--- src/hdl/assert_macros.svh ---
// ----------------------------------------------------------------------------
// assert_macros.svh
// Clocked assertion helpers shared by the IR frame decoder RTL.
// ----------------------------------------------------------------------------
`ifndef ASSERT_MACROS_SVH
`define ASSERT_MACROS_SVH

// Property must hold at every rising edge outside reset
`define IRDEC_ASSERT(lbl, prop, msg) \
  lbl: assert property (@(posedge clk_i) disable iff (!rst_ni) (prop)) \
    else $error(msg);

// Expression must never be true outside reset
`define IRDEC_ASSERT_NEVER(lbl, expr, msg) \
  lbl: assert property (@(posedge clk_i) disable iff (!rst_ni) !(expr)) \
    else $error(msg);

`endif

--- src/hdl/irdec_pkg.sv ---
// ----------------------------------------------------------------------------
// irdec_pkg
// Types, protocol timing windows and codes for the IR frame decoder.
// ----------------------------------------------------------------------------
package irdec_pkg;

  localparam int unsigned NumLanes = 5;
  localparam int unsigned DurW     = 16;
  localparam int unsigned CodeW    = 48;
  localparam int unsigned BitsW    = 7;

  localparam logic [BitsW-1:0] BitsSat = 7'd127;

  // NEC repeat code leader window
  localparam logic [DurW-1:0] RptMarkLo  = 16'd8000;
  localparam logic [DurW-1:0] RptMarkHi  = 16'd10000;
  localparam logic [DurW-1:0] RptSpaceLo = 16'd1800;
  localparam logic [DurW-1:0] RptSpaceHi = 16'd2800;

  // Sony accepted frame lengths
  localparam logic [BitsW-1:0] SonyLen12 = 7'd12;
  localparam logic [BitsW-1:0] SonyLen15 = 7'd15;
  localparam logic [BitsW-1:0] SonyLen20 = 7'd20;

  typedef enum logic [1:0] {
    ST_NOISE   = 2'd0,
    ST_REPEAT  = 2'd1,
    ST_DECODED = 2'd2,
    ST_UNKNOWN = 2'd3
  } status_e;

  typedef enum logic [2:0] {
    PR_NEC       = 3'd0,
    PR_SAMSUNG   = 3'd1,
    PR_JVC       = 3'd2,
    PR_PANASONIC = 3'd3,
    PR_SONY      = 3'd4
  } proto_e;

  // Per-protocol leader windows, bit total and bit threshold.
  // pulse_width lanes sample marks and accept the Sony lengths.
  typedef struct packed {
    logic [DurW-1:0]  mark_lo;
    logic [DurW-1:0]  mark_hi;
    logic [DurW-1:0]  space_lo;
    logic [DurW-1:0]  space_hi;
    logic [BitsW-1:0] total;
    logic [DurW-1:0]  thresh;
    logic             pulse_width;
  } lane_spec_t;

  localparam lane_spec_t LaneSpecs [NumLanes] = '{
    '{16'd8000, 16'd10000, 16'd4000, 16'd5000, 7'd32, 16'd1000, 1'b0},
    '{16'd3900, 16'd5100,  16'd3900, 16'd5100, 7'd32, 16'd1000, 1'b0},
    '{16'd7700, 16'd9000,  16'd3700, 16'd4700, 7'd16, 16'd1000, 1'b0},
    '{16'd3000, 16'd3900,  16'd1450, 16'd2050, 7'd48, 16'd900,  1'b0},
    '{16'd2000, 16'd2800,  16'd350,  16'd850,  7'd0,  16'd900,  1'b1}
  };

  // Per-pulse control broadcast to all lanes
  typedef struct packed {
    logic take;
    logic clear;
    logic mark_slot;
    logic space_slot;
  } lane_ctl_t;

  // One end-of-frame report
  typedef struct packed {
    status_e          status;
    proto_e           protocol;
    logic [5:0]       bit_count;
    logic [CodeW-1:0] code;
    logic [7:0]       pulse_count;
    logic [DurW-1:0]  leader_mark;
    logic [DurW-1:0]  leader_space;
  } frame_res_t;

endpackage

--- src/hdl/irdec_lane.sv ---
// ----------------------------------------------------------------------------
// irdec_lane
// One protocol shift lane: samples the pulses of its slot kind, thresholds
// them into bits and keeps a saturating bit count.
// ----------------------------------------------------------------------------
module irdec_lane (
  input  logic                              clk_i,
  input  logic                              rst_ni,
  input  irdec_pkg::lane_ctl_t              ctl_i,
  input  irdec_pkg::lane_spec_t             spec_i,
  input  logic [irdec_pkg::DurW-1:0]        dur_i,
  output logic [irdec_pkg::CodeW-1:0]       shift_o,
  output logic [irdec_pkg::BitsW-1:0]       bits_o
);

  logic [irdec_pkg::CodeW-1:0] shift_q;
  logic [irdec_pkg::BitsW-1:0] bits_q;
  logic                        sample;
  logic                        bit_in;

  // Mark lanes take the even slots after the leader; space lanes stop at their total
  always_comb begin
    sample = ctl_i.take & (spec_i.pulse_width ? ctl_i.mark_slot
                                              : (ctl_i.space_slot & (bits_q < spec_i.total)));
    bit_in = (dur_i > spec_i.thresh);
  end

  always_ff @(posedge clk_i or negedge rst_ni) begin
    if (!rst_ni) begin
      shift_q <= '0;
      bits_q  <= '0;
    end else if (ctl_i.clear) begin
      shift_q <= '0;
      bits_q  <= '0;
    end else if (sample) begin
      shift_q <= {shift_q[irdec_pkg::CodeW-2:0], bit_in};
      if (bits_q != irdec_pkg::BitsSat) begin
        bits_q <= bits_q + 7'd1;
      end
    end
  end

  assign shift_o = shift_q;
  assign bits_o  = bits_q;

endmodule

--- src/hdl/irdec_classify.sv ---
// ----------------------------------------------------------------------------
// irdec_classify
// End-of-frame decision: noise, NEC repeat, first matching protocol lane,
// or unknown frame.
// ----------------------------------------------------------------------------
module irdec_classify (
  input  logic                          few_pulses_i,
  input  logic [7:0]                    pulse_count_i,
  input  logic [irdec_pkg::DurW-1:0]    leader_mark_i,
  input  logic [irdec_pkg::DurW-1:0]    leader_space_i,
  input  logic [irdec_pkg::CodeW-1:0]   lane_shift_i [irdec_pkg::NumLanes],
  input  logic [irdec_pkg::BitsW-1:0]   lane_bits_i  [irdec_pkg::NumLanes],
  output irdec_pkg::frame_res_t         res_o
);

  logic [irdec_pkg::NumLanes-1:0] lead_hit;
  logic [irdec_pkg::NumLanes-1:0] len_ok;
  logic                           is_repeat;

  // Leader window and bit length checks per lane
  always_comb begin
    for (int p = 0; p < irdec_pkg::NumLanes; p++) begin
      lead_hit[p] = (leader_mark_i  >= irdec_pkg::LaneSpecs[p].mark_lo)  &&
                    (leader_mark_i  <= irdec_pkg::LaneSpecs[p].mark_hi)  &&
                    (leader_space_i >= irdec_pkg::LaneSpecs[p].space_lo) &&
                    (leader_space_i <= irdec_pkg::LaneSpecs[p].space_hi);
      if (irdec_pkg::LaneSpecs[p].pulse_width) begin
        len_ok[p] = (lane_bits_i[p] == irdec_pkg::SonyLen12) ||
                    (lane_bits_i[p] == irdec_pkg::SonyLen15) ||
                    (lane_bits_i[p] == irdec_pkg::SonyLen20);
      end else begin
        len_ok[p] = (lane_bits_i[p] == irdec_pkg::LaneSpecs[p].total);
      end
    end
    is_repeat = (leader_mark_i  >= irdec_pkg::RptMarkLo)  &&
                (leader_mark_i  <= irdec_pkg::RptMarkHi)  &&
                (leader_space_i >= irdec_pkg::RptSpaceLo) &&
                (leader_space_i <= irdec_pkg::RptSpaceHi);
  end

  // Outcome priority: noise, repeat, lanes in table order
  always_comb begin
    logic found;
    found              = 1'b0;
    res_o.status       = irdec_pkg::ST_UNKNOWN;
    res_o.protocol     = irdec_pkg::PR_NEC;
    res_o.bit_count    = '0;
    res_o.code         = '0;
    res_o.pulse_count  = pulse_count_i;
    res_o.leader_mark  = leader_mark_i;
    res_o.leader_space = leader_space_i;
    priority if (few_pulses_i) begin
      res_o.status = irdec_pkg::ST_NOISE;
    end else if (is_repeat) begin
      res_o.status = irdec_pkg::ST_REPEAT;
    end else begin
      for (int p = 0; p < irdec_pkg::NumLanes; p++) begin
        if (!found && lead_hit[p] && len_ok[p]) begin
          found           = 1'b1;
          res_o.status    = irdec_pkg::ST_DECODED;
          res_o.protocol  = irdec_pkg::proto_e'(3'(p));
          res_o.bit_count = lane_bits_i[p][5:0];
          res_o.code      = lane_shift_i[p];
        end
      end
    end
  end

endmodule

--- src/hdl/ir_remote_frame_decoder_unit.sv ---
// ----------------------------------------------------------------------------
// ir_remote_frame_decoder_unit
// IR remote frame decoder for NEC, Samsung, JVC, Panasonic and Sony frames.
// ----------------------------------------------------------------------------
// Usage:
//   Input stream s_axis: one request per demodulated pulse width (tuser = 0,
//   tdata = width in us), alternating mark and space from the leader mark.
//   A request with tuser = 1 marks the idle gap that ends the frame; its
//   tdata is ignored. Pulses beyond MAX_PULSES in one frame are dropped.
//   Output stream m_axis: one request per frame end carrying the outcome
//   (tuser) and the decoded code, bit count, pulse count and leader pair.
//   Throughput: one request per clock unless a frame end waits on a result;
//   the limit is the single register stage in front of the five lane updates.
//   A frame end raises m_axis_tvalid once it moves from the input stage into
//   the output register; pulses produce no output.
//   Reset clears the input and output valid flags and all frame state.
//   When the receiver stalls, the result waits in the output register while
//   further pulses keep flowing; a second frame end waits in the input stage
//   and s_axis_tready drops until the pending result has been taken.
// ----------------------------------------------------------------------------
`include "assert_macros.svh"

module ir_remote_frame_decoder_unit #(
  parameter int unsigned MAX_PULSES = 200
) (
  input  logic         clk_i,
  input  logic         rst_ni,
  input  logic         s_axis_tvalid,
  output logic         s_axis_tready,
  input  logic [15:0]  s_axis_tdata,  // [15:0] duration
  input  logic [0:0]   s_axis_tuser,  // [0] operation
  output logic         m_axis_tvalid,
  input  logic         m_axis_tready,
  // [2:0] protocol, [8:3] bit_count, [56:9] code, [64:57] pulse_count,
  // [80:65] leader_mark, [96:81] leader_space, [103:97] zero
  output logic [103:0] m_axis_tdata,
  output logic [1:0]   m_axis_tuser   // [1:0] status
);

  localparam int unsigned CntW = $clog2(MAX_PULSES + 1);

  // Input stage
  logic                        in_valid_q;
  logic                        in_op_q;
  logic [irdec_pkg::DurW-1:0]  in_dur_q;

  // Frame state
  logic [irdec_pkg::DurW-1:0]  lm_q;
  logic [irdec_pkg::DurW-1:0]  ls_q;
  logic [CntW-1:0]             cnt_q;

  // Output register
  logic                        out_valid_q;
  irdec_pkg::frame_res_t       out_res_q;

  logic                        adv;
  logic                        end_fire;
  logic                        pulse_take;
  irdec_pkg::lane_ctl_t        lane_ctl;
  logic [irdec_pkg::CodeW-1:0] lane_shift [irdec_pkg::NumLanes];
  logic [irdec_pkg::BitsW-1:0] lane_bits  [irdec_pkg::NumLanes];
  irdec_pkg::frame_res_t       frame_res;

  // Stage advance: pulses always go, a frame end needs a free result slot
  always_comb begin
    adv           = in_valid_q & (~in_op_q | ~out_valid_q | m_axis_tready);
    end_fire      = adv & in_op_q;
    pulse_take    = adv & ~in_op_q & (cnt_q < CntW'(MAX_PULSES));
    s_axis_tready = ~in_valid_q | adv;
  end

  // Input register
  always_ff @(posedge clk_i or negedge rst_ni) begin
    if (!rst_ni) begin
      in_valid_q <= 1'b0;
    end else if (s_axis_tready) begin
      in_valid_q <= s_axis_tvalid;
    end
  end

  always_ff @(posedge clk_i) begin
    if (s_axis_tvalid && s_axis_tready) begin
      in_op_q  <= s_axis_tuser[0];
      in_dur_q <= s_axis_tdata;
    end
  end

  // Slot decode for the lanes
  always_comb begin
    lane_ctl.take       = pulse_take;
    lane_ctl.clear      = end_fire;
    lane_ctl.mark_slot  = (cnt_q >= CntW'(2)) & ~cnt_q[0];
    lane_ctl.space_slot = (cnt_q >= CntW'(3)) & cnt_q[0];
  end

  // Leader pair and pulse count
  always_ff @(posedge clk_i or negedge rst_ni) begin
    if (!rst_ni) begin
      lm_q  <= '0;
      ls_q  <= '0;
      cnt_q <= '0;
    end else if (end_fire) begin
      lm_q  <= '0;
      ls_q  <= '0;
      cnt_q <= '0;
    end else if (pulse_take) begin
      if (cnt_q == CntW'(0)) begin
        lm_q <= in_dur_q;
      end
      if (cnt_q == CntW'(1)) begin
        ls_q <= in_dur_q;
      end
      cnt_q <= cnt_q + CntW'(1);
    end
  end

  // Protocol lanes
  for (genvar g = 0; g < irdec_pkg::NumLanes; g++) begin : g_lane
    irdec_lane u_lane (
      .clk_i   (clk_i),
      .rst_ni  (rst_ni),
      .ctl_i   (lane_ctl),
      .spec_i  (irdec_pkg::LaneSpecs[g]),
      .dur_i   (in_dur_q),
      .shift_o (lane_shift[g]),
      .bits_o  (lane_bits[g])
    );
  end

  irdec_classify u_classify (
    .few_pulses_i   (cnt_q < CntW'(4)),
    .pulse_count_i  (8'(cnt_q)),
    .leader_mark_i  (lm_q),
    .leader_space_i (ls_q),
    .lane_shift_i   (lane_shift),
    .lane_bits_i    (lane_bits),
    .res_o          (frame_res)
  );

  // Result register
  always_ff @(posedge clk_i or negedge rst_ni) begin
    if (!rst_ni) begin
      out_valid_q <= 1'b0;
    end else if (end_fire) begin
      out_valid_q <= 1'b1;
    end else if (m_axis_tready) begin
      out_valid_q <= 1'b0;
    end
  end

  always_ff @(posedge clk_i) begin
    if (end_fire) begin
      out_res_q <= frame_res;
    end
  end

  assign m_axis_tvalid = out_valid_q;
  assign m_axis_tuser  = out_res_q.status;
  assign m_axis_tdata  = {7'd0,
                          out_res_q.leader_space,
                          out_res_q.leader_mark,
                          out_res_q.pulse_count,
                          out_res_q.code,
                          out_res_q.bit_count,
                          out_res_q.protocol};

  // Checks
  `IRDEC_ASSERT(a_result_from_frame_end, $rose(out_valid_q) |-> $past(end_fire), "result without frame end")
  `IRDEC_ASSERT(a_clear_after_end, end_fire |=> (cnt_q == '0) && (lm_q == '0), "frame state not cleared")
  `IRDEC_ASSERT_NEVER(a_store_limit, cnt_q > CntW'(MAX_PULSES), "pulse count beyond store limit")
  `IRDEC_ASSERT(a_code_only_decoded, (out_valid_q && (out_res_q.status != irdec_pkg::ST_DECODED)) |-> ((out_res_q.code == '0) && (out_res_q.bit_count == '0)), "code on non-decoded result")

endmodule
--- config.mk ---
export PLATFORM = sky130hd
export DESIGN_NAME = ir_remote_frame_decoder_unit
export DESIGN_NICKNAME = d
export VERILOG_FILES = /design/src/hdl/irdec_pkg.sv /design/src/hdl/irdec_lane.sv /design/src/hdl/irdec_classify.sv /design/src/hdl/ir_remote_frame_decoder_unit.sv
export VERILOG_INCLUDE_DIRS = /design/src /design/src/hdl
export SDC_FILE = /design/constraint.sdc
export NUM_CORES = 1
export LEC_CHECK = 0
export ABC_AREA = 1
export BUFFER_PORTS_ARGS = -buffer_cell sky130_fd_sc_hd__buf_2
export CELL_PAD_IN_SITES_DETAIL_PLACEMENT = 1
export CELL_PAD_IN_SITES_GLOBAL_PLACEMENT = 1
export CORE_MARGIN = 2
export CORE_UTILIZATION = 40
export CTS_BUF_LIST = sky130_fd_sc_hd__clkbuf_8 sky130_fd_sc_hd__clkbuf_16
export CTS_CLUSTER_SIZE = 30
export DETAILED_ROUTE_END_ITERATION = 16
export PLACE_DENSITY = 0.74
export SKIP_CTS_REPAIR_TIMING = 1
export SLEW_MARGIN = 20
export SYNTH_ARGS = -nofsm -noshare
export SYNTH_HDL_FRONTEND = slang
export SYNTH_HIERARCHICAL = 1
export SYNTH_SLANG_ARGS = --single-unit
--- constraint.sdc ---
create_clock -name clk_i -period 3.55 [get_ports clk_i]
set_input_delay 0.355 -clock clk_i [delete_from_list [all_inputs] [get_ports clk_i]]
set_output_delay 0.355 -clock clk_i [all_outputs]
set_load 0.1 [all_outputs]
== Yosys cells after proc, flatten, opt, wreduce, memory -nomap -nowiden ==
Index checks and enable logic that the tools add are counted.
Cells by class
  $add $sub $neg: 6
  reduce and logical (&&, ||, !) cells: 57
  order comparisons: 32
  bitwise logic cells: 22
  equal/unequal tests: 13
  mux-type cells: 53
Operators by type and width (count)
  2-to-1 mux 48 bit: 10
  2-to-1 mux 58 bit: 5
  2-to-1 mux 7 bit: 15
  2-to-1 mux 16 bit: 6
  greater-or-equal comparator 16 x 12 -> 1 bit, second input constant: 5
  <= comparator 16 x 12 -> 1 bit, second input constant: 4
  <= comparator 16 x 13 -> 1 bit, second input constant: 4
  greater-or-equal comparator 16 x 11 -> 1 bit, second input constant: 3
  adder 7 x 1 -> 7 bit, second input constant: 5
  inequality test 7 bit, second input constant: 5
  greater-or-equal comparator 16 x 13 -> 1 bit, second input constant: 2
  > comparator 16 x 10 -> 1 bit, second input constant: 2
  <= comparator 16 x 14 -> 1 bit, second input constant: 2
  nonzero test 2 bit: 14
  logical AND 1 bit: 27
  equality test 7 x 6 -> 1 bit, second input constant: 3
  < comparator 7 x 6 -> 1 bit, second input constant: 3
  greater-or-equal comparator 16 x 9 -> 1 bit, second input constant: 1
  greater-or-equal comparator 8 x 2 -> 1 bit, second input constant: 2
  <= comparator 16 x 10 -> 1 bit, second input constant: 1
  2-to-1 mux 8 bit: 2
  bitwise AND 1 bit: 15
  2-to-1 mux 1 bit: 15
  equality test 7 x 4 -> 1 bit, second input constant: 2
  14 further kinds: 30
Word-level totals
  bits in registers: 433
  input bits: 21
  output and inout port bits: 108

== Depth between registers and ports, before layout ==
Gate-level depths: netlist of the first run.
  word-level depth: 31
  mapped depth: 17
  mapped depth without buffers: 15

== By module ==
Netlist of the first run, hierarchy kept.
By module, submodules not included
  irdec_lane: area an instance 3390.8 um2, instances 5, seq. area each 1376.3 um2, cells each 368
  ir_remote_frame_decoder_unit: area an instance 5672.9 um2, instances 1, seq. area each 4534.3 um2, cells each 390
  irdec_classify: area an instance 4528.1 um2, instances 1, seq. area each 0.0 um2, cells each 879

== Worst setup path before layout of the first run ==
OpenSTA, ideal clock, no wires.
  path kind: reg-to-reg
  start: reg out_valid_q, in the netlist m_axis_tvalid
  end: reg g_lane[0].u_lane.shift_q, in the netlist g_lane[0].u_lane/shift_o[46]
  arrival time: 3428 ps
  clock period less this slack: 3554 ps
  cell stages (with the launch flop): 10
  slack: -4 ps
  cell sequence: dfrtp_1 -> inv_1 -> nor2_1 -> nor2_1 -> buf_2 -> inv_2 -> buf_2 -> buf_2 -> nand3_1 -> o21ai_0
RTL lines
  from (decl): line ir_remote_frame_decoder_unit.sv:53  | logic out_valid_q;
  from (signal assigned): line ir_remote_frame_decoder_unit.sv:143  | out_valid_q <= 1'b0;
  from (signal assigned): line ir_remote_frame_decoder_unit.sv:145  | out_valid_q <= 1'b1;
  from (signal assigned): line ir_remote_frame_decoder_unit.sv:147  | out_valid_q <= 1'b0;
  inverter 1 bit *: line ir_remote_frame_decoder_unit.sv:66  | adv = in_valid_q & (~in_op_q | ~out_valid_q | m_axis_tready);
  bitwise OR 1 bit * (2 in a row): line ir_remote_frame_decoder_unit.sv:66
  bitwise AND 1 bit *: line ir_remote_frame_decoder_unit.sv:66
  bitwise AND 1 bit *: line ir_remote_frame_decoder_unit.sv:67  | end_fire = adv & in_op_q;
  net end_fire: line ir_remote_frame_decoder_unit.sv:57  | logic end_fire;
  2-to-1 mux 48 bit or nonzero test 2 bit (tied branches)
  to (signal assigned): line irdec_lane.sv:36  | shift_q <= {shift_q[irdec_pkg::CodeW-2:0], bit_in};
  to (decl): line irdec_lane.sv:16  | logic [irdec_pkg::CodeW-1:0] shift_q;
The timed path passes the listed nets; every way through them passes the cells marked *.
A chain may end at the register's enable or synchronous reset.

== Worst setup path after layout of the first run ==
  start: reg ls_q[8] (netlist bit)
  end: reg out_res_q, in the netlist m_axis_tdata[39] (data pin)
Between the ends
  cells in the longest elaborated chain, start to end: 29
Ends and longest elaborated chain
  from (decl): line ir_remote_frame_decoder_unit.sv:49  | logic [irdec_pkg::DurW-1:0] ls_q;
  from (signal assigned): line ir_remote_frame_decoder_unit.sv:111  | ls_q <= in_dur_q;
  greater-or-equal comparator 16 x 12 -> 1 bit: line irdec_classify.sv:25  | (leader_space_i >= irdec_pkg::LaneSpecs[p].space_lo) &&
  logical AND 1 bit: line irdec_classify.sv:24  | (leader_mark_i <= irdec_pkg::LaneSpecs[p].mark_hi) &&
  logical AND 1 bit: line irdec_classify.sv:25
  logical AND 1 bit: line irdec_classify.sv:58  | if (!found && lead_hit[p] && len_ok[p]) begin
  2-to-1 mux 1 bit: line irdec_classify.sv:58
  2-to-1 mux 1 bit: line irdec_classify.sv:54  | end else if (is_repeat) begin
  2-to-1 mux 1 bit: line irdec_classify.sv:52  | priority if (few_pulses_i) begin
  logical NOT 1 bit: line irdec_classify.sv:58
  [... 11 more ...]
  logical NOT 1 bit: line irdec_classify.sv:58
  logical AND 1 bit (2 in a row): line irdec_classify.sv:58
  2-to-1 mux 1 bit: line irdec_classify.sv:58
  2-to-1 mux 1 bit: line irdec_classify.sv:54
  2-to-1 mux 1 bit: line irdec_classify.sv:52
  logical NOT 1 bit: line irdec_classify.sv:58
  logical AND 1 bit (2 in a row): line irdec_classify.sv:58
  2-to-1 mux 58 bit: line irdec_classify.sv:58
  to (signal assigned): line ir_remote_frame_decoder_unit.sv:153  | out_res_q <= frame_res;
  to (decl): line ir_remote_frame_decoder_unit.sv:54  | irdec_pkg::frame_res_t out_res_q;
Several ways; a longest one is shown, not always the timed one. The select of a mux whose other input is x is not followed.

==> flow_metrics.py, run 1 <==
metrics = {
    "worst_setup_path": {
        "cpMostUsedCell": "nand2_1",
        "max_stage_delay_ps": 550,
        "r2r-end": "m_axis_tdata[39]",
        "path_max_fanout": 37,
        "crit_arrival_ps": 3410,
        "rrSetupSlack_ps": 540,
        "worstReg2RegStart": "ls_q[8]",
        "r2r_cells": 13,
        "startpoint_type": "register",
        "critPathRequiredTime_ps": 3950,
        "end_kind": "register",
        "slowest_stage": "nand3_4",
        "path_class": "reg -> reg",
        "path_cells": "nand2_1 > clkinv_1 > nand2_1 > nor2_1 > nand2_1 > nand2_1 > a21oi_1 > nand2_4 > nand3_4 > o21ai_0 > nand3_1 > nand2_1 > nand2_1",
    },
    "finish": {
        "nFillCells": 7940,
        "drive_above_1_share_pct": 24.0,
        "fin_nets": 3404,
        "syn_to_final_growth_pct": 11.4,
    },
    "logic_synthesis": {
        "synth_seq_area_share_pct": 42.0,
        "ys_async_sr_fraction_pct": 73.2,
        "syn_area_um2": 27200,
        "synth_edf_count": 116,
        "synth_area_leaders": "dfrtp_1 (29%), edfxtp_1 (13%), nand2_1 (10%), nand3_2 (8.7%), o21ai_2 (6.5%)",
        "syn_avg_cell_area_um2": 8.73,
        "synth.distinct_cells": 51,
        "yosys_register_bits": 433,
        "yosys.area.top_type": "dfrtp_1",
        "synth_cells": 3109,
        "synthFlopType": "dfrtp_1",
        "yosys_warnings": 6,
        "synth.top_cell.area_share_pct": 29.2,
    },
    "power": {
        "power_frac_clock_pct": 34.9,
        "p_leak_uw": 0.0135,
        "comb_power_share_pct": 25.8,
        "p_sw_share_pct": 37.5,
        "ir_worst_vdd_mv": 0.356,
        "seqPwrFrac_pct": 39.3,
        "intPower_uw": 9670,
        "p_per_area_nw_per_um2": 512,
        "p_switching_uw": 5810,
    },
    "sta": {
        "finalSetupViolCount": 0,
        "fin_setup_tns_ps": 0,
        "whs_ps": 99.7,
        "post-route-period-util_pct": 84.9,
        "slew-limit-headroom_pct": 27.8,
        "hold_viol_final": 0,
        "period_minus_slack_ps": 3010,
        "max_freq_ghz": 0.332,
        "rsz0062_at_grt": "false",
        "maxSlewViolCount": 0,
        "tightest_slew_ps": 1080,
        "skew_ps": 51.0,
    },
    "cts": {
        "cts_root_buf": "clkbuf_16",
        "cts-buffers-inserted": 51,
        "cts_tree": "yes",
        "clockBufferDepth": 3,
        "cts_num_sinks": 433,
        "insertion_delay_ps": 640,
        "htreeDepth": 2,
        "cts.clk_slew.worst_paths_ps": 60,
    },
    "place": {
        "gp_congestion": 0.814,
        "io_buffers": 121,
        "post-dp-hpwl_um": 53700,
    },
    "grt": {
        "grt.overflow.total": 0,
        "grt_antenna_before_repair": 1,
        "grt_max_degree": 95,
        "globalRouteMet1Util_pct": 33.1,
        "grt_pass1_wl_um": 125000,
        "met2_usage_pct": 34.7,
        "use_met3_pct": 3.14,
        "top_usage_layer": "met2",
        "track_usage_pct": 22.4,
        "grt_pass1_vias": 21949,
    },
    "routing": {
        "drt-vias-per-instance": 5.19,
        "first_pass_iters": 5,
        "drt-wirelength-per-cell_um": 18.7,
        "dr_total_vias": 21698,
        "wl_um": 78000,
        "drt-initial-drc-count": 1413,
        "ant_nets": 0,
        "drc": 0,
    },
    "job": {
        "maxCapViolations": 0,
    },
    "floorplanning": {
        "die_h_um": 265,
        "rows": 95,
        "ioPinCount": 129,
        "die-width_um": 265,
        "initial_utilization_pct": 40.4,
        "fp.coreArea_um2": 67200,
        "die-area_um2": 70000,
    },
    "min_path": {
        "min_to": "m_axis_tvalid",
        "holdPathStages": 4,
        "min_from": "m_axis_tready",
        "hold_class": "in -> reg",
    },
    "outcome": {
        "run_status": "completed",
    },
}
power groups by stage:
stage          Clock [uW]  Sequential (uW)  Combinational (uW)
3_5_place_dp            0             6180                3950
3_3_place_gp            0             6160                3880
2_1_floorplan           0             6520                2680
6_report             5400             6090                4000
4_1_cts              5520             6090                3970
5_1_grt              5710             6150                4440
cells by family (layout without fill, tap and decap cells):
group	after synthesis	after routing	share of synthesized area [%]
AND/OR/NAND/NOR	1574	1574	30.5
buffers and inverters	538	604	10.4
AO/OA/AOI/OAI	440	440	11.5
flip-flops	433	433	42.0
adder cells (fa/ha/maj)	118	118	5.44
XOR/XNOR	4	4	0.129
other	2	133	0.0277
synthesized netlist by cell type, types with 3 or more instances:
cell type,count
buf_12,21
xor2_1,4
o21ai_2,201
o21a_1,10
buf_2,79
o21ai_0,81
a21o_1,5
edfxtp_1,116
inv_1,300
nand2_4,9
o211ai_1,3
inv_2,20
and3_1,6
dfrtp_1,317
a21oi_2,16
nor2_4,7
nor2_1,195
buf_4,61
nand4_1,110
or2_2,6
buf_1,6
nand3_1,173
ha_1,118
nand2_1,749
clkbuf_1,35
nand4_2,5
nand3b_1,3
nor3_1,28
buf_8,5
nor2_2,5
buf_6,9
nand2_2,34
nand3_2,235
o21bai_1,3
a21oi_1,94
o21ai_1,18
routing by layer:
layer,vias to the layer above,part of all wire (%)
met5,-,0.013
met4,2,2.1
met3,102,4.5
met2,412,45
met1,10728,49
li1,10454,-
sequential cells by signal (all words and copies together), names as in the netlist:
| register | count |
|---|---|
| in_dur_q | 16 |
| cnt_q | 8 |
| m_axis_tdata | 97 |
| m_axis_tvalid | 1 |
| m_axis_tuser | 2 |
| g_lane.u_lane/shift_o | 240 |
| in_op_q | 1 |
| lm_q | 16 |
| ls_q | 16 |
| g_lane.u_lane/bits_o | 35 |
| in_valid_q | 1 |
cell type report:
type / count / area (um^2) / area share, %
multi-input combinational: 2268 / 13400 / 44.4
antenna: 1 / 2.50 / 0.00828
clock buffer: 56 / 1350 / 4.45
inverter: 322 / 1220 / 4.04
sequential: 433 / 11400 / 37.8
clock inverter: 37 / 378 / 1.25
tap: 873 / 1090 / 3.61
timing repair buffer: 189 / 1350 / 4.46
metrics by stage:
stage                     utilization [%]  total power (uW)  area [um^2]  cells  worst slack (ps)
after floorplan                         -              9210        27600   3239               707
after global placement               42.2             10000        28300   4066               598
after detailed placement             42.2             10100        28300   4066               599
after CTS                            44.7             15600        30000   4159               576
after global routing                 45.0             16300        30200   4178               247
final                                45.0             15500        30200   4179               535
cells in the final DEF (no fill, tap or decap), types with 5 or more instances in the layout:
| cell type | count |
|---|---|
| edfxtp_1 | 116 |
| nand2_1 | 749 |
| nand3_1 | 173 |
| inv_1 | 321 |
| ha_1 | 118 |
| dlygate4sd3_1 | 19 |
| inv_4 | 5 |
| clkbuf_8 | 5 |
| nand4_1 | 110 |
| buf_12 | 14 |
| o21ai_0 | 81 |
| nand2_2 | 34 |
| a21o_1 | 5 |
| nand2_4 | 9 |
| a21oi_2 | 16 |
| and3_1 | 6 |
| nand3_2 | 234 |
| nor2_4 | 8 |
| o21ai_1 | 18 |
| bufinv_16 | 5 |
| conb_1 | 132 |
| o21ai_2 | 201 |
| dfrtp_1 | 317 |
| or2_2 | 6 |
| nor3_1 | 28 |
| a21oi_1 | 94 |
| inv_2 | 15 |
| nand4_2 | 5 |
| buf_4 | 35 |
| o21a_1 | 10 |
| clkbuf_16 | 51 |
| nor2_2 | 5 |
| buf_2 | 120 |
| nor2_1 | 194 |
worst max-delay path by stage:
stage                                           from                      endpoint  slack, ps  depth (start not counted)
after global routing                        lm_q[11]              m_axis_tdata[39]        250                         12
after floorplan                        m_axis_tvalid  g_lane[0].u_lane/shift_o[46]        710                          9
final                                        ls_q[8]              m_axis_tdata[39]        540                         13
after global placement    g_lane[1].u_lane/bits_o[0]              m_axis_tdata[29]        600                         14
after detailed placement                     ls_q[8]              m_axis_tdata[39]        600                         13
after CTS                                    ls_q[8]              m_axis_tdata[39]        580                         13
worst max-delay path, delay by kind of cell (launching register included):
| kind | cells | cell delay, ps |
|---|---|---|
| AND/OR/NAND/NOR | 10 | 1690 |
| flip-flops | 1 | 530 |
| buffers and inverters | 1 | 110 |
| AO/OA/AOI/OAI | 2 | 440 |
(Power assumes the default switching activity.)
==> run 2, diff against run 1 <==
==> constraint.sdc (replaced) <==
create_clock -name clk_i -period 2.9 [get_ports clk_i]
set_input_delay 0.29 -clock clk_i [delete_from_list [all_inputs] [get_ports clk_i]]
set_output_delay 0.29 -clock clk_i [all_outputs]
set_load 0.1 [all_outputs]
==> flow_metrics.py, run 2 (same netlist as run 1, synthesis figures left out) <==
metrics = {
    "min_path": {
        "min_to": "m_axis_tvalid",
        "min_from": "m_axis_tready",
        "hold_class": "in -> reg",
        "holdPathStages": 4,
    },
    "cts": {
        "cts_root_buf": "clkbuf_16",
        "cts.clk_slew.worst_paths_ps": 60,
        "cts_num_sinks": 433,
        "htreeDepth": 2,
        "cts_tree": "yes",
        "cts-buffers-inserted": 50,
        "clockBufferDepth": 3,
        "insertion_delay_ps": 630,
    },
    "finish": {
        "syn_to_final_growth_pct": 12.8,
        "nFillCells": 7962,
        "fin_nets": 3423,
        "drive_above_1_share_pct": 24.6,
        "diodes": 0,
        "mostFrequentLayoutCells": "nand2_1 (748), dfrtp_1 (317), inv_1 (308), nand3_2 (234), o21ai_2 (201)",
        "final_common_cell": "nand2_1",
        "largest_reg_flops": 240,
    },
    "power": {
        "power_uw": 19400,
        "ir_worst_vdd_mv": 0.467,
        "p_per_area_nw_per_um2": 632,
        "p_leak_uw": 0.0136,
    },
    "worst_setup_path": {
        "path_class": "reg -> reg",
        "worstReg2RegStart": "ls_q[4]",
        "r2r_cells": 10,
        "critPathRequiredTime_ps": 3270,
        "startpoint_type": "register",
        "end_kind": "register",
        "rrSetupSlack_ps": 210,
        "r2r-end": "m_axis_tdata[21]",
        "path_max_fanout": 48,
        "crit_arrival_ps": 3060,
    },
    "grt": {
        "track_usage_pct": 22.2,
        "grt_pass1_wl_um": 125000,
        "grt_pass1_vias": 22022,
        "grt.overflow.total": 0,
        "grt_max_degree": 97,
        "grt_antenna_before_repair": 0,
    },
    "routing": {
        "drt-initial-drc-count": 1480,
        "drc": 0,
        "drt-vias-per-instance": 5.18,
        "drt-wirelength-per-cell_um": 18.4,
        "first_pass_iters": 5,
        "dr_total_vias": 21767,
        "wl_um": 77500,
        "ant_nets": 0,
    },
    "sta": {
        "period_minus_slack_ps": 2690,
        "fin_setup_tns_ps": 0,
        "maxSlewViolCount": 0,
        "max_freq_ghz": 0.371,
        "tightest_slew_ps": 1090,
        "finalSetupViolCount": 0,
        "post-route-period-util_pct": 92.8,
        "rsz0062_at_grt": "false",
        "skew_ps": 38.9,
        "slew-limit-headroom_pct": 27.3,
        "hold_viol_final": 0,
    },
    "place": {
        "post-dp-hpwl_um": 53800,
        "gp_congestion": 0.828,
        "io_buffers": 121,
    },
    "floorplanning": {
        "die_h_um": 265,
        "ioPinCount": 129,
        "die-area_um2": 70000,
        "rows": 95,
        "die-width_um": 265,
        "initial_utilization_pct": 40.4,
        "fp.coreArea_um2": 67200,
    },
    "outcome": {
        "run_status": "completed",
    },
    "job": {
        "maxCapViolations": 0,
    },
}
-- run 2: per-stage QoR --
step                      cell area (um^2)  setup slack (ps)  utilization [%]  hold slack, ps  instances
after detailed placement             28600               151             42.7             310       4086
final                                30600               208             45.6            45.1       4199
after global routing                 30600              9.85             45.6            55.3       4199
after global placement               28600               163             42.7             301       4086
after floorplan                      27600              57.3                -           -5.59       3239
after CTS                            30400               146             45.3            -340       4180
-- run 2: critical path: stages, from the launching register on --
cell and delay [ps]:
dfrtp_1 580, inv_2 130, nor3_2 300, nand4_1 160, nand2_1 90, nand2_1 80, nor2_4 130, buf_4 470
nand4_1 240, nand3_2 150, a21oi_2 60
-- run 2: metal layers --
layer / global-route usage, % / up-vias / share of wire, %
li1: - / 10479 / -
met1: 33.0 / 10824 / 49
met2: 34.7 / 391 / 45
met3: 2.78 / 73 / 4.2
met4: 4.35 / 0 / 1.6
met5: 0 / - / 0
-- run 2: how the worst max path moves through the flow --
stage                                   endpoint  cells past startpoint                  startpoint
finish                          m_axis_tdata[21]                     10                     ls_q[4]
global route                    m_axis_tdata[38]                     14  g_lane[1].u_lane/bits_o[2]
global placement                m_axis_tdata[29]                     12                     ls_q[3]
CTS                             m_axis_tdata[29]                     12                     ls_q[3]
detailed placement              m_axis_tdata[29]                     12                     ls_q[3]
floorplan           g_lane[0].u_lane/shift_o[46]                      9               m_axis_tvalid
-- run 2: where the power goes --
group          switching, uW  internal (uW)
Sequential               613           6790
Clock                   2750           4100
Combinational           3760           1360
Total                   7110          12300
-- run 2: area by class of cell --
type | count | area [um^2] | area share, %
inverter | 322 | 1220 | 3.99
sequential | 433 | 11400 | 37.3
clock inverter | 37 | 419 | 1.37
timing repair buffer | 209 | 1670 | 5.47
multi-input combinational | 2268 | 13400 | 43.9
tap | 873 | 1090 | 3.57
clock buffer | 57 | 1370 | 4.47
==> run 3, diff against run 2 <==
--- a/config.mk
+++ b/config.mk
@@ -8,6 +8,7 @@
 export LEC_CHECK = 0
 export ABC_AREA = 1
 export BUFFER_PORTS_ARGS = -buffer_cell sky130_fd_sc_hd__buf_2
+export CAP_MARGIN = 10
 export CELL_PAD_IN_SITES_DETAIL_PLACEMENT = 1
 export CELL_PAD_IN_SITES_GLOBAL_PLACEMENT = 1
 export CORE_MARGIN = 2
@@ -15,10 +16,9 @@
 export CTS_BUF_LIST = sky130_fd_sc_hd__clkbuf_8 sky130_fd_sc_hd__clkbuf_16
 export CTS_CLUSTER_SIZE = 30
 export DETAILED_ROUTE_END_ITERATION = 16
-export PLACE_DENSITY = 0.74
+export PLACE_DENSITY = 0.75
 export SKIP_CTS_REPAIR_TIMING = 1
 export SLEW_MARGIN = 20
 export SYNTH_ARGS = -nofsm -noshare
 export SYNTH_HDL_FRONTEND = slang
-export SYNTH_HIERARCHICAL = 1
 export SYNTH_SLANG_ARGS = --single-unit
==> constraint.sdc (replaced) <==
create_clock -name clk_i -period 2.8 [get_ports clk_i]
set_input_delay 0.28 -clock clk_i [delete_from_list [all_inputs] [get_ports clk_i]]
set_output_delay 0.28 -clock clk_i [all_outputs]
set_load 0.1 [all_outputs]
==> flow_metrics.py, run 3 <==
metrics = {
    "logic_synthesis": {
        "ys_async_sr_fraction_pct": 73.2,
        "synth_edf_count": 116,
        "synth.distinct_cells": 38,
        "yosys_warnings": 0,
        "synth.most_common_cell": "nand2_1",
        "yosys.area.top_type": "dfrtp_1",
        "syn_avg_cell_area_um2": 8.76,
        "synth_cells": 2275,
        "synth.top_cell.area_share_pct": 39.8,
        "syn_area_um2": 19900,
        "yosys_register_bits": 433,
        "synthFlopType": "dfrtp_1",
        "synth_common_cells": "nand2_1 (467), dfrtp_1 (317), inv_1 (292)",
        "synth_seq_area_share_pct": 57.3,
        "synth_area_leaders": "dfrtp_1 (40%), edfxtp_1 (17%), nand2_1 (8.8%), nand3_1 (6.2%), inv_1 (5.5%)",
    },
    "place": {
        "io_buffers": 121,
        "dp.cells": 3021,
        "post-dp-hpwl_um": 42000,
        "gp_congestion": 0.893,
    },
    "sta": {
        "post-route-period-util_pct": 94.9,
        "finalSetupViolCount": 0,
        "max_freq_ghz": 0.376,
        "period_minus_slack_ps": 2660,
        "slew-limit-headroom_pct": 48.0,
        "fin_setup_tns_ps": 0,
        "tightest_slew_ps": 780,
        "rsz0062_at_grt": "true",
        "skew_ps": 21.3,
        "maxSlewViolCount": 0,
        "hold_viol_final": 0,
    },
    "grt": {
        "grt_max_degree": 125,
        "grt_antenna_before_repair": 0,
        "grt_pass1_wl_um": 99800,
        "grt.overflow.total": 0,
        "grt_pass1_vias": 17520,
        "track_usage_pct": 24.8,
    },
    "cts": {
        "htreeDepth": 2,
        "clockBufferDepth": 3,
        "insertion_delay_ps": 600,
        "cts_root_buf": "clkbuf_16",
        "cts_tree": "yes",
        "cts_num_sinks": 433,
        "cts-buffers-inserted": 47,
        "cts.clk_slew.worst_paths_ps": 60,
    },
    "routing": {
        "top_layer": "met4",
        "wl_met3_um": 4570,
        "drt-vias-per-instance": 5.42,
        "drt-initial-drc-count": 1401,
        "wl_um": 63600,
        "wl_met1_um": 28800,
        "first_pass_iters": 5,
        "drt-wirelength-per-cell_um": 20.3,
        "dr_wl_met2_um": 28700,
        "drc": 0,
        "ant_nets": 0,
        "dr_total_vias": 16958,
    },
    "power": {
        "power_uw": 17300,
        "ir_worst_vdd_mv": 0.396,
        "p_leak_uw": 0.0107,
        "p_per_area_nw_per_um2": 737,
    },
    "worst_setup_path": {
        "path_class": "reg -> reg",
        "crit_arrival_ps": 3110,
        "r2r_cells": 14,
        "end_kind": "register",
        "critPathRequiredTime_ps": 3250,
        "path_max_fanout": 38,
        "startpoint_type": "register",
    },
    "outcome": {
        "run_status": "completed",
    },
    "min_path": {
        "holdPathStages": 4,
        "hold_class": "in -> reg",
    },
    "floorplanning": {
        "initial_utilization_pct": 40.6,
        "fp.coreArea_um2": 49100,
        "die_h_um": 227,
        "ioPinCount": 129,
        "rows": 81,
        "die-width_um": 227,
        "die-area_um2": 51600,
    },
    "finish": {
        "mostFrequentLayoutCells": "nand2_1 (466), dfrtp_1 (316), inv_1 (298), nand3_1 (245), nor2_1 (205)",
        "largest_reg_flops": 240,
        "final_cells": 3130,
        "drive_above_1_share_pct": 13.8,
        "fin_nets": 2463,
        "syn_to_final_growth_pct": 17.9,
        "final_common_cell": "nand2_1",
    },
    "job": {
        "maxCapViolations": 0,
    },
}
run 3: cell count changes in the layout (fill, tap and decap cells not counted), sizes merged, moves of 89 or more:
cell,delta
conb,-125
ha,-105
nand2,-317
nand3,-160
nand4,-99
o21ai,-89
run 3: report_power, final:
group | leakage (uW) | switching, uW | internal, uW
Sequential | 0.00547 | 372 | 6950
Clock | 0.000819 | 2690 | 3760
Combinational | 0.00439 | 2660 | 893
run 3: per-stage QoR:
step / worst slack (ps) / util (%) / cell area, um^2 / hold WS, ps
floorplan: 158 / - / 20000 / -15.6
global placement: 31.3 / 44.1 / 21600 / 336
detailed placement: 28.0 / 44.1 / 21600 / 343
CTS: 12.0 / 47.3 / 23200 / -286
global route: -24.2 / 47.9 / 23500 / 42.1
finish: 142 / 47.9 / 23500 / 20.5
run 3: cell families (layout without fill, tap and decap cells):
family | Yosys count | count (layout) | share of synthesized area (%)
simple gates | 993 | 994 | 21.2
buf+inv | 437 | 620 | 9.06
flops | 433 | 433 | 57.3
compound gates | 398 | 398 | 11.6
fa+ha+maj | 13 | 13 | 0.816
other cells | 1 | 8 | 0.0188
run 3: critical path, stage by stage (launching register included):
cell and delay [ps]:
dfrtp_1 400, inv_1 90, nor2_1 160, nand2_1 80, nor2_1 180, nand3_1 90, nand2_1 180, buf_4 150
nand3_2 120, buf_12 200, o21ai_0 440, inv_1 110, nand3_1 160, nand2_1 90, nand2_1 70
run 3: final cells by class:
class | count | area, um^2
sequential | 433 | 11400
clock inverter | 29 | 259
fill | 5757 | 25600
timing repair buffer | 233 | 1700
clock buffer | 56 | 1330
antenna | 1 | 2.50
inverter | 302 | 1140
tap | 664 | 831
multi-input combinational | 1412 | 6820
run 3: final timing paths:
path	to	startpoint	slack, ps
worst max-delay path	m_axis_tdata[48]	lm_q[9]	140
worst min-delay path	m_axis_tvalid	m_axis_tready	20
worst max register to register	m_axis_tdata[48]	lm_q[9]	140
worst min register to register	m_axis_tdata[59]	cnt_q[2]	470
max in group asynchronous	g_lane[3].u_lane.shift_o[9]	rst_ni	1660
min in group asynchronous	cnt_q[4]	rst_ni	270
run 3: layer usage:
metal | global-route usage [%] | vias up
met1 | 35.2 | 8641
met4 | 6.49 | 0
li1 | - | 7770
met3 | 5.51 | 82
met2 | 38.3 | 465
met5 | 0 | -
